File: config.mk
export PLATFORM = sky130hd
export DESIGN_NAME = diag_event_report_parser_core
export DESIGN_NICKNAME = d
export VERILOG_FILES = /design/src/hdl/derp_pkg.sv /design/src/hdl/derp_front.sv /design/src/hdl/derp_queue.sv /design/src/hdl/derp_back.sv /design/src/hdl/diag_event_report_parser_core.sv
export SDC_FILE = /design/constraint.sdc
export NUM_CORES = 1
export LEC_CHECK = 0
export BUFFER_PORTS_ARGS = -buffer_cell sky130_fd_sc_hd__buf_2
export CAP_MARGIN = 20
export CORE_ASPECT_RATIO = 1.5
export CORE_UTILIZATION = 50
export DETAILED_ROUTE_END_ITERATION = 12
export MAX_ROUTING_LAYER = met4
export PLACE_DENSITY_LB_ADDON = 0.1
export SYNTH_ARGS = -nofsm -noshare
export SYNTH_HDL_FRONTEND = slang
export SYNTH_SLANG_ARGS = --single-unit
File: constraint.sdc
create_clock -name clk -period 22.9 [get_ports clk]
set_input_delay 3.435 -clock clk [delete_from_list [all_inputs] [get_ports clk]]
set_output_delay 3.435 -clock clk [all_outputs]
set_load 0.01 [all_outputs]
File: src/hdl/derp_pkg.sv
// shared types and constants for the event report parser
// no dependencies
`timescale 1ns / 1ps
`default_nettype none

package derp_pkg;

  // parse phases
  typedef enum logic [2:0] {
    PH_WAIT,
    PH_LEN_LO,
    PH_LEN_HI,
    PH_ID_LO,
    PH_ID_HI,
    PH_STAMP,
    PH_PLEN,
    PH_PAY
  } phase_t;

  // result kinds
  localparam logic KIND_HEADER  = 1'b0;
  localparam logic KIND_PAYLOAD = 1'b1;

  // payload code that means a length byte follows the timestamp
  localparam logic [1:0] PAY_CODE_LEN = 2'd3;

  // id word layout
  localparam int ID_TRUNC_BIT = 15;
  localparam int CODE_LO_BIT  = 13;

  // input word
  typedef struct packed {
    logic [7:0] in_byte;
    logic       frame_start;
  } in_word_t;

  // result word
  typedef struct packed {
    logic        result_kind;
    logic [11:0] rec_id;
    logic        ts_truncated;
    logic [63:0] timestamp;
    logic [7:0]  payload_count;
    logic [7:0]  payload_byte;
    logic        record_last;
  } out_word_t;

  // queue status seen by the top level and the back
  typedef struct packed {
    logic full;
    logic not_empty;
  } q_stat_t;

endpackage

`default_nettype wire

File: src/hdl/derp_front.sv
// front: byte parser that classifies each byte and builds result words
// depends on derp_pkg
`timescale 1ns / 1ps
`default_nettype none

module derp_front import derp_pkg::*; (
  input  wire logic      clk,
  input  wire logic      rst_n,
  input  wire logic      acc,
  input  wire in_word_t  in_word,
  output logic           res_valid,
  output out_word_t      res_word
);

  phase_t      phase_r, phase_nxt;
  logic [15:0] area_rem_r, area_rem_nxt;
  logic [2:0]  byte_cnt_r, byte_cnt_nxt;
  logic [15:0] id_word_r, id_word_nxt;
  logic [63:0] stamp_r, stamp_nxt;
  logic [7:0]  pay_rem_r, pay_rem_nxt;
  logic [1:0]  pay_code_r, pay_code_nxt;

  logic [7:0]  b;
  logic [15:0] area_dec;
  logic [7:0]  pay_dec;
  logic [15:0] len_full;
  logic        ts_last;
  logic [63:0] stamp_merge;
  phase_t      end_phase;

  assign b         = in_word.in_byte;
  assign area_dec  = (area_rem_r != 16'd0) ? area_rem_r - 16'd1 : 16'd0;
  assign pay_dec   = (pay_rem_r != 8'd0) ? pay_rem_r - 8'd1 : 8'd0;
  assign len_full  = {b, area_rem_r[7:0]};
  assign ts_last   = id_word_r[ID_TRUNC_BIT] ? (byte_cnt_r == 3'd1) : (byte_cnt_r == 3'd7);
  assign end_phase = (area_dec != 16'd0) ? PH_ID_LO : PH_WAIT;

  // drop the byte into its timestamp lane
  always_comb begin
    stamp_merge = stamp_r;
    for (int i = 0; i < 8; i++) begin
      if (byte_cnt_r == 3'(i)) begin
        stamp_merge[8*i +: 8] = stamp_r[8*i +: 8] | b;
      end
    end
  end

  // next state
  always_comb begin
    phase_nxt    = phase_r;
    area_rem_nxt = area_rem_r;
    byte_cnt_nxt = byte_cnt_r;
    id_word_nxt  = id_word_r;
    stamp_nxt    = stamp_r;
    pay_rem_nxt  = pay_rem_r;
    pay_code_nxt = pay_code_r;
    if (acc) begin
      if (in_word.frame_start) begin
        phase_nxt    = PH_LEN_LO;
        area_rem_nxt = 16'd0;
        byte_cnt_nxt = 3'd0;
        pay_rem_nxt  = 8'd0;
      end else begin
        unique case (phase_r)
          PH_WAIT: begin
          end
          PH_LEN_LO: begin
            area_rem_nxt = {8'd0, b};
            phase_nxt    = PH_LEN_HI;
          end
          PH_LEN_HI: begin
            area_rem_nxt = len_full;
            phase_nxt    = (len_full != 16'd0) ? PH_ID_LO : PH_WAIT;
          end
          PH_ID_LO: begin
            area_rem_nxt = area_dec;
            id_word_nxt  = {8'd0, b};
            phase_nxt    = PH_ID_HI;
          end
          PH_ID_HI: begin
            area_rem_nxt = area_dec;
            id_word_nxt  = {b, id_word_r[7:0]};
            pay_code_nxt = b[CODE_LO_BIT-8 +: 2];
            stamp_nxt    = 64'd0;
            byte_cnt_nxt = 3'd0;
            phase_nxt    = PH_STAMP;
          end
          PH_STAMP: begin
            area_rem_nxt = area_dec;
            stamp_nxt    = stamp_merge;
            if (!ts_last) begin
              byte_cnt_nxt = byte_cnt_r + 3'd1;
            end else begin
              byte_cnt_nxt = 3'd0;
              if (pay_code_r == PAY_CODE_LEN) begin
                phase_nxt = PH_PLEN;
              end else begin
                pay_rem_nxt = {6'd0, pay_code_r};
                phase_nxt   = (pay_code_r == 2'd0) ? end_phase : PH_PAY;
              end
            end
          end
          PH_PLEN: begin
            area_rem_nxt = area_dec;
            pay_rem_nxt  = b;
            phase_nxt    = (b == 8'd0) ? end_phase : PH_PAY;
          end
          PH_PAY: begin
            area_rem_nxt = area_dec;
            pay_rem_nxt  = pay_dec;
            if (pay_dec == 8'd0) begin
              phase_nxt = end_phase;
            end
          end
          default: begin
          end
        endcase
      end
    end
  end

  // result word
  always_comb begin
    res_valid              = 1'b0;
    res_word               = '0;
    res_word.rec_id        = id_word_r[11:0];
    res_word.ts_truncated  = id_word_r[ID_TRUNC_BIT];
    res_word.timestamp     = stamp_r;
    if (acc && !in_word.frame_start) begin
      unique case (phase_r)
        PH_STAMP: begin
          res_word.timestamp = stamp_merge;
          if (ts_last && (pay_code_r != PAY_CODE_LEN)) begin
            res_valid              = 1'b1;
            res_word.result_kind   = KIND_HEADER;
            res_word.payload_count = {6'd0, pay_code_r};
            res_word.record_last   = (pay_code_r == 2'd0);
          end
        end
        PH_PLEN: begin
          res_valid              = 1'b1;
          res_word.result_kind   = KIND_HEADER;
          res_word.payload_count = b;
          res_word.record_last   = (b == 8'd0);
        end
        PH_PAY: begin
          res_valid             = 1'b1;
          res_word.result_kind  = KIND_PAYLOAD;
          res_word.payload_byte = b;
          res_word.record_last  = (pay_dec == 8'd0);
        end
        default: begin
        end
      endcase
    end
  end

  always_ff @(posedge clk) begin
    if (!rst_n) begin
      phase_r    <= PH_WAIT;
      area_rem_r <= 16'd0;
      byte_cnt_r <= 3'd0;
      id_word_r  <= 16'd0;
      stamp_r    <= 64'd0;
      pay_rem_r  <= 8'd0;
      pay_code_r <= 2'd0;
    end else begin
      phase_r    <= phase_nxt;
      area_rem_r <= area_rem_nxt;
      byte_cnt_r <= byte_cnt_nxt;
      id_word_r  <= id_word_nxt;
      stamp_r    <= stamp_nxt;
      pay_rem_r  <= pay_rem_nxt;
      pay_code_r <= pay_code_nxt;
    end
  end

endmodule

`default_nettype wire

File: src/hdl/derp_queue.sv
// result queue between parser front and output back
// depends on derp_pkg
`timescale 1ns / 1ps
`default_nettype none

module derp_queue import derp_pkg::*; #(
  parameter int DEPTH = 4
) (
  input  wire logic      clk,
  input  wire logic      rst_n,
  input  wire logic      push,
  input  wire out_word_t push_word,
  input  wire logic      pop,
  output out_word_t      head_word,
  output q_stat_t        stat
);

  localparam int PTR_W = $clog2(DEPTH);
  localparam int CNT_W = $clog2(DEPTH + 1);

  out_word_t        slot_r [DEPTH];
  logic [PTR_W-1:0] wr_ptr_r, wr_ptr_nxt;
  logic [PTR_W-1:0] rd_ptr_r, rd_ptr_nxt;
  logic [CNT_W-1:0] cnt_r, cnt_nxt;

  assign head_word      = slot_r[rd_ptr_r];
  assign stat.full      = (cnt_r == CNT_W'(DEPTH));
  assign stat.not_empty = (cnt_r != '0);

  always_comb begin
    wr_ptr_nxt = wr_ptr_r;
    rd_ptr_nxt = rd_ptr_r;
    if (push) begin
      wr_ptr_nxt = (wr_ptr_r == PTR_W'(DEPTH - 1)) ? '0 : wr_ptr_r + 1'b1;
    end
    if (pop) begin
      rd_ptr_nxt = (rd_ptr_r == PTR_W'(DEPTH - 1)) ? '0 : rd_ptr_r + 1'b1;
    end
    unique case ({push, pop})
      2'b10:   cnt_nxt = cnt_r + 1'b1;
      2'b01:   cnt_nxt = cnt_r - 1'b1;
      default: cnt_nxt = cnt_r;
    endcase
  end

  always_ff @(posedge clk) begin
    if (push) begin
      slot_r[wr_ptr_r] <= push_word;
    end
  end

  always_ff @(posedge clk) begin
    if (!rst_n) begin
      wr_ptr_r <= '0;
      rd_ptr_r <= '0;
      cnt_r    <= '0;
    end else begin
      wr_ptr_r <= wr_ptr_nxt;
      rd_ptr_r <= rd_ptr_nxt;
      cnt_r    <= cnt_nxt;
    end
  end

endmodule

`default_nettype wire

File: src/hdl/derp_back.sv
// back: output register that drains the queue onto the result channel
// depends on derp_pkg
`timescale 1ns / 1ps
`default_nettype none

module derp_back import derp_pkg::*; (
  input  wire logic      clk,
  input  wire logic      rst_n,
  input  wire q_stat_t   q_stat,
  input  wire out_word_t q_word,
  output logic           q_pop,
  output logic           out_valid,
  input  wire logic      out_stall,
  output out_word_t      out_data
);

  logic      out_valid_r, out_valid_nxt;
  out_word_t out_data_r;

  // load when the register is empty or being taken this cycle
  assign q_pop = q_stat.not_empty && (!out_valid_r || !out_stall);

  always_comb begin
    out_valid_nxt = out_valid_r;
    if (q_pop) begin
      out_valid_nxt = 1'b1;
    end else if (!out_stall) begin
      out_valid_nxt = 1'b0;
    end
  end

  always_ff @(posedge clk) begin
    if (q_pop) begin
      out_data_r <= q_word;
    end
  end

  always_ff @(posedge clk) begin
    if (!rst_n) begin
      out_valid_r <= 1'b0;
    end else begin
      out_valid_r <= out_valid_nxt;
    end
  end

  assign out_valid = out_valid_r;
  assign out_data  = out_data_r;

endmodule

`default_nettype wire

File: src/hdl/diag_event_report_parser_core.sv
// top level of the event report parser: front parser, result queue, output register
// depends on derp_pkg, derp_front, derp_queue, derp_back
//
//   channel  dir  handshake             payload
//   in_      in   in_valid / in_stall   in_word_t  (in_byte, frame_start)
//   out_     out  out_valid / out_stall out_word_t (header or payload result)
//
// one byte accepted per cycle while the result queue has room
// a result reaches out_ by way of the result queue and then the output register
// in_stall rises only when the queue (QUEUE_DEPTH entries) is full
// out_stall holds the output register; the parser keeps going until the queue fills
// synchronous active-low reset clears parser state, queue pointers and out_valid
`timescale 1ns / 1ps
`default_nettype none

module diag_event_report_parser_core import derp_pkg::*; #(
  parameter int QUEUE_DEPTH = 4
) (
  input  wire logic     clk,
  input  wire logic     rst_n,
  // byte input
  input  wire logic     in_valid,
  output logic          in_stall,
  input  wire in_word_t in_data,
  // result output
  output logic          out_valid,
  input  wire logic     out_stall,
  output out_word_t     out_data
);

  logic      acc;
  logic      res_valid;
  out_word_t res_word;
  out_word_t head_word;
  q_stat_t   q_stat;
  logic      q_pop;

  // stall the byte stream only on a full queue
  assign in_stall = q_stat.full;
  assign acc      = in_valid && !q_stat.full;

  // front: parses each accepted byte, at most one result word per byte
  derp_front u_front (
    .clk       (clk),
    .rst_n     (rst_n),
    .acc       (acc),
    .in_word   (in_data),
    .res_valid (res_valid),
    .res_word  (res_word)
  );

  // queue decouples parsing from the output stall
  derp_queue #(
    .DEPTH (QUEUE_DEPTH)
  ) u_queue (
    .clk       (clk),
    .rst_n     (rst_n),
    .push      (res_valid),
    .push_word (res_word),
    .pop       (q_pop),
    .head_word (head_word),
    .stat      (q_stat)
  );

  // back: registered result channel
  derp_back u_back (
    .clk       (clk),
    .rst_n     (rst_n),
    .q_stat    (q_stat),
    .q_word    (head_word),
    .q_pop     (q_pop),
    .out_valid (out_valid),
    .out_stall (out_stall),
    .out_data  (out_data)
  );

endmodule

`default_nettype wire

### Word level (Yosys, flattened, before mapping)

Memories as Yosys holds them, arrays and structs flattened. A register that Yosys moved wholly into a read port is not among the register bits.
Index checks and enable logic that the tools add are counted.

| word-level totals | value |
|---|---|
| register bits | 120 |
| RAM bits | 380 |
| bits of input ports | 13 |
| output and inout port bits | 97 |
| word-level logic and storage cells | 144 |
| memories kept | 1 |

Memory list:

| memory | words | width | read ports | clocked after memory_dff | write ports | RTL line | source |
|---|---|---|---|---|---|---|---|
| u_queue.slot_r | 4 | 95 | 1 | 1 | 1 | derp_queue.sv:21 | `out_word_t slot_r [DEPTH];` |

| cells by class | value |
|---|---|
| add/sub/neg operators | 7 |
| equal/unequal tests | 26 |
| multiplexer cells | 50 |
| bitwise logic cells | 10 |
| reductions and logical operators | 37 |

Operators by type and width:

| operator | number |
|---|---|
| 64-bit one-hot mux with 2 select lines | 1 |
| 8-bit 2-to-1 mux | 13 |
| 81-bit 2-to-1 mux | 1 |
| 64-bit 2-to-1 mux | 1 |
| 8-bit OR | 8 |
| 16-bit one-hot mux with 3 select lines | 1 |
| 16-bit nonzero test | 3 |
| 16-bit 2-to-1 mux | 2 |
| 16-bit one-hot mux with 2 select lines | 1 |
| 3-bit == test, second input constant | 9 |
| 3-bit 2-to-1 mux | 8 |
| 8-bit one-hot mux with 3 select lines | 1 |
| 3-bit one-hot mux with 7 select lines | 1 |
| 8-bit logical NOT | 2 |
| 8-bit one-hot mux with 2 select lines | 1 |
| 8-bit nonzero test | 2 |
| 16-bit by 1-bit subtractor with 16-bit output, second input constant | 1 |
| 3-bit by 2-bit == test with 1-bit output, second input constant | 4 |
| 3-bit one-hot mux with 2 select lines | 2 |
| 3-bit AND reduction | 4 |
| 4-bit AND reduction | 3 |
| 1-bit 2-to-1 mux | 10 |
| 2-bit 2-to-1 mux | 5 |
| 3-bit nonzero test | 3 |
| other kinds (24) | 43 |

### Longest topological paths before layout

| depth | value |
|---|---|
| word-level depth | 9 |
| depth in mapped cells | 15 |
| mapped depth without buffers | 13 |

### Hierarchy

A second synthesis with hierarchy kept.

| second synthesis, totals | value |
|---|---|
| cell total of the unflattened synthesis | 1,376 |
| area, all modules | 23,023.3 sq um |

Modules (own cells, without submodules):

| module | times used | cells each | area each (sq um) | sequential area each (sq um) |
|---|---|---|---|---|
| derp_queue | 1 | 540 | 14,208.6 | 11,591.1 |
| derp_front | 1 | 736 | 5,909.4 | 2,182.1 |
| derp_back | 1 | 99 | 2,891.5 | 2,872.8 |
| diag_event_report_parser_core | 1 | 1 | 13.8 | 0.0 |

### Least setup slack after synthesis

No wires, ideal clock.

| timing | value |
|---|---|
| path type | in2reg |
| start point | in out_stall |
| end point | reg u_queue.cnt_r[2] |
| setup time | 0.076 ns |
| arrival time | 9.996 ns |
| required time | 22.824 ns |
| path slack | 12.829 ns |
| stages | 7 |
| path buffers | 0 |
| cell sequence | a21oi_1 -> ha_1 -> inv_1 -> fa_1 -> xor2_1 -> or3_1 -> a21boi_0 |

| on the way | value |
|---|---|
| longest elaborated chain between the ends | 5 |
| elaborated cells between the ends (all ways) | 7 |
| classes of those cells | eq/ne: 2; mux: 1; reduce/logical: 4 |

Ends and longest elaborated chain:

| item | RTL line | source |
|---|---|---|
| start, declared | diag_event_report_parser_core.sv:27 | `input wire logic out_stall,` |
| 1-bit logical NOT * | derp_back.sv:21 | `assign q_pop = q_stat.not_empty && (!out_valid_r \|\| !out_stall);` |
| 1-bit logical OR * | derp_back.sv:21 |  |
| 1-bit logical AND * | derp_back.sv:21 |  |
| 2-bit by 1-bit == test with 1-bit output or 2-bit == test (tied branches) | derp_queue.sv:39 | `unique case ({push, pop})` |
| 3-bit one-hot mux with 2 select lines or 2-bit nonzero test (tied branches) | -- |  |
| end signal, assigned | derp_queue.sv:60 | `cnt_r <= cnt_nxt;` |
| end, declared | derp_queue.sv:24 | `logic [CNT_W-1:0] cnt_r, cnt_nxt;` |

Every way passes the cells marked *; elsewhere a longest branch is shown, timed or not.
A chain may end at the register's enable or synchronous reset.

### Worst setup path in the final report

| timing | value |
|---|---|
| start point | in in_data[0] (netlist bit) |
| end point | mem u_queue.slot_r[2][24] (netlist bit) (enable) |

| on the way | value |
|---|---|
| longest elaborated chain between the ends | 5 |

Ends and longest elaborated chain:

| item | RTL line | source |
|---|---|---|
| start, declared | diag_event_report_parser_core.sv:24 | `input wire in_word_t in_data,` |
| 1-bit logical NOT | derp_front.sv:129 | `if (acc && !in_word.frame_start) begin` |
| 1-bit logical AND | derp_front.sv:129 |  |
| 1-bit 2-to-1 mux | derp_front.sv:129 |  |
| 1-bit 2-to-1 mux | derp_queue.sv:47 | `if (push) begin` |
| 1-bit 2-to-1 mux (implied by the code) | derp_queue.sv:48 | `slot_r[wr_ptr_r] <= push_word;` |
| end, declared | derp_queue.sv:21 |  |

No other way between the ends.

==> results.json <==
{
  "status": "complete, no violations",
  "timing.rr.start": "u_front.byte_cnt_r[2]",
  "ant_nets": 0,
  "io_pins": 110,
  "fin_setup_tns_ns": 0,
  "setup_viol": 0,
  "postCtsResizedCells": 0,
  "die_x_um": 175,
  "areaGrowthSynthToFinish_pct": 13.3,
  "yosysWarnings": 0,
  "drt_wl_total_mm": 50.1,
  "coreArea_um2": 44200,
  "grt_pass1_vias": 12400,
  "stdcell_area_um2": 25500,
  "drtIter0Drc": 865,
  "nFillCells": 3539,
  "finalHoldViolCount": 0,
  "avgSynthCellArea_um2": 16.7,
  "drive_gt1_share_pct": 21.5,
  "maxCapViolCount": 0,
  "power.leakage_nw": 8.31,
  "yosysSeqAreaShare_pct": 73.7,
  "power.density_nw_per_um2": 106,
  "gr-total-overflow": 0,
  "syn-num-nets": 1379,
  "synth_edf_count": 475,
  "clockRootBuffer": "clkbuf_16",
  "fin_ws_ns": 16.89,
  "skew_ns": 0.0250,
  "comb_power_share_pct": 16.8,
  "worst_pin_slew_ns": 1.09,
  "intPower_mw": 2.02,
  "dieArea_um2": 45900,
  "grt_max_degree": 69,
  "grt_pass1_wl_mm": 75.5,
  "cp_data_arrival_time_ns": 6.20,
  "cts.path.max_buffers": 3,
  "rows": 94,
  "post-route-period-util_pct": 26.2,
  "via_count": 12100,
  "placed_cells": 1974,
  "switching_share_pct": 25.4,
  "hold_path.class": "reg -> reg",
  "synth_ff_type": "edfxtp_1",
  "end_kind": "register",
  "clock-sinks": 592,
  "clk_latency_ns": 0.59,
  "syn_area_um2": 22500,
  "final_nets": 1485,
  "gp_congestion": 0.811,
  "seqPwrFrac_pct": 49.0,
  "wl_per_cell_um": 24.1,
  "cp-startpoint": "in_data[0]",
  "postCtsSetupRepairBufs": 0,
  "h-tree-depth": 2,
  "clk_pin_slew_ns": 0.06,
  "fp.dieH_um": 262,
  "placed_cell_area_um2": 23700,
  "synth_cell_types": 56,
  "required_ns": 23.10,
  "instances_no_fill": 2078,
  "drc": 0,
  "rsz0062_at_grt": "false",
  "synth_seq_cells": 592,
  "slew_headroom_pct": 27.2,
  "antenna_found_initial": 1,
  "pwr-share-clk_pct": 34.2,
  "ir_drop_uv": 145,
  "worstPathMaxFanout": 49,
  "period_minus_slack_ns": 6.01,
  "cts_tree": "built",
  "slew_viol_final": 0,
  "pre_cts_ws_ns": 15.79,
  "port_buffers": 109,
  "hpwl_mm": 29.8,
  "synthCells": 1350,
  "ys_async_sr_fraction_pct": 0,
  "crit_type": "in -> reg",
  "start_util_pct": 51.0,
  "startpoint_type": "input pin",
  "p_switching_mw": 0.689,
  "drtPass1Iterations": 5,
  "max_freq_mhz": 167,
  "cts_made_buffers": 54,
  "viasPerCell": 5.82,
  "cts_hold_buf": 0,
  "hp-start": "u_front.stamp_r[21]",
  "holdWs_ns": 0.460,
  "grt_usage_pct": 23.1
}
-- cells by family (layout without fill, tap and decap cells) --
kind of cell	after synthesis	after routing	synth area share, %
AO/OA/AOI/OAI	245	245	7.05
XOR/XNOR	19	19	0.738
adder cells (fa/ha/maj)	16	16	0.922
buffers and inverters	94	245	1.58
flip-flops	592	592	73.7
multiplexers	101	101	9.78
other	0	1	0
AND/OR/NAND/NOR	283	283	6.25
-- registers in the layout (all words and copies together), names as in the netlist --
register and flops:
u_front.byte_cnt_r 3, u_front.pay_rem_r 8, u_queue.wr_ptr_r 2, u_front.pay_code_r 2, u_front.area_rem_r 16, u_back.out_valid 1
u_front.phase_r 3, u_front.id_word_r 13, u_queue.slot_r 380, u_queue.cnt_r 3, u_front.stamp_r 64, u_queue.rd_ptr_r 2
u_back.out_data 95
-- placed cells by master, fill, tap and decap left out, types with 14 or more instances in the layout --
cell       count
nor2b_1       36
edfxtp_1     475
and3_1        24
o21ai_0       34
a21boi_0      14
nor2_1        87
a22oi_1       31
nand3_1       18
buf_2        109
a21oi_1       72
ha_1          15
inv_1         21
clkbuf_16     55
nand2_1       59
o21bai_1      65
dfxtp_1      115
mux4_2        95
-- routing by layer --
layer / routed length [µm] / track usage [%]
met3: 1860 / 2.73
met1: 19400 / 26.7
met4: 1900 / 9.32
met5: 0 / -
met2: 27000 / 40.9
-- cell usage after synthesis, types with 2 or more instances --
library cell | n | area share (%)
ha_1 | 15 | 0.83
nand2b_1 | 4 | 0.11
a211oi_1 | 2 | 0.067
nand3b_1 | 2 | 0.067
o21bai_1 | 65 | 2.2
a22oi_1 | 31 | 1.0
mux4_2 | 95 | 9.5
nor2b_1 | 36 | 1.0
edfxtp_1 | 475 | 63
or4_4 | 2 | 0.10
or4_1 | 6 | 0.20
clkbuf_1 | 51 | 0.85
o31a_1 | 2 | 0.078
a31oi_1 | 3 | 0.083
buf_1 | 19 | 0.32
and3_1 | 24 | 0.67
mux2i_1 | 5 | 0.22
nor4_1 | 7 | 0.19
nand2_1 | 59 | 0.98
dfxtp_1 | 117 | 10
nand3_1 | 18 | 0.40
and2_1 | 13 | 0.36
nor3_1 | 11 | 0.24
nor3b_1 | 2 | 0.067
a21boi_0 | 14 | 0.47
inv_1 | 21 | 0.35
a2bb2oi_1 | 3 | 0.12
xor2_1 | 9 | 0.35
o21ai_0 | 34 | 0.75
a21o_1 | 4 | 0.13
a21oi_1 | 73 | 1.6
nor2_1 | 87 | 1.4
or3_1 | 3 | 0.083
buf_2 | 3 | 0.067
o22ai_1 | 2 | 0.056
or3b_2 | 2 | 0.078
xnor2_1 | 10 | 0.39
or3_2 | 3 | 0.10
-- through the flow --
step	utilization [%]	power, mW
after floorplan	-	1.66
after global placement	53.5	1.82
after detailed placement	53.5	1.83
after CTS	57.6	2.75
after global routing	57.7	2.81
final	57.7	2.71
-- worst paths after layout --
path	end	slack, ns	depth (start not counted)
worst max register to register	u_queue.slot_r[2][24]	18.54	8
worst min register to register	u_front.stamp_r[21]	0.46	2
worst max-delay path	u_queue.slot_r[2][24]	16.89	7
worst min-delay path	u_front.stamp_r[21]	0.46	2
-- worst max-delay path, stage by stage --
cell,delay (ns)
buf_2,0.13
inv_1,0.12
nand3_1,0.35
nor2_1,0.38
buf_4,0.26
and2_4,0.69
buf_4,0.77
-- layout make-up --
| type | instances | area, µm² | share of cell area, % |
|---|---|---|---|
| multi-input cells | 664 | 5610 | 22.0 |
| clock buffers | 70 | 1480 | 5.81 |
| clock inverters | 31 | 349 | 1.37 |
| repair buffers | 123 | 671 | 2.63 |
| inverters | 21 | 78.8 | 0.309 |
| flip-flops and latches | 592 | 16600 | 65.1 |
| diodes | 1 | 2.50 | 0.00980 |
| well taps | 576 | 721 | 2.82 |
-- power groups by stage --
stage	Combinational (mW)	Sequential (mW)	Clock, mW
3_3_place_gp	0.467	1.35	0
5_1_grt	0.492	1.34	0.981
4_1_cts	0.472	1.33	0.944
6_report	0.456	1.33	0.929
3_5_place_dp	0.471	1.36	0
2_1_floorplan	0.275	1.38	0
(Power assumes the default switching activity.)
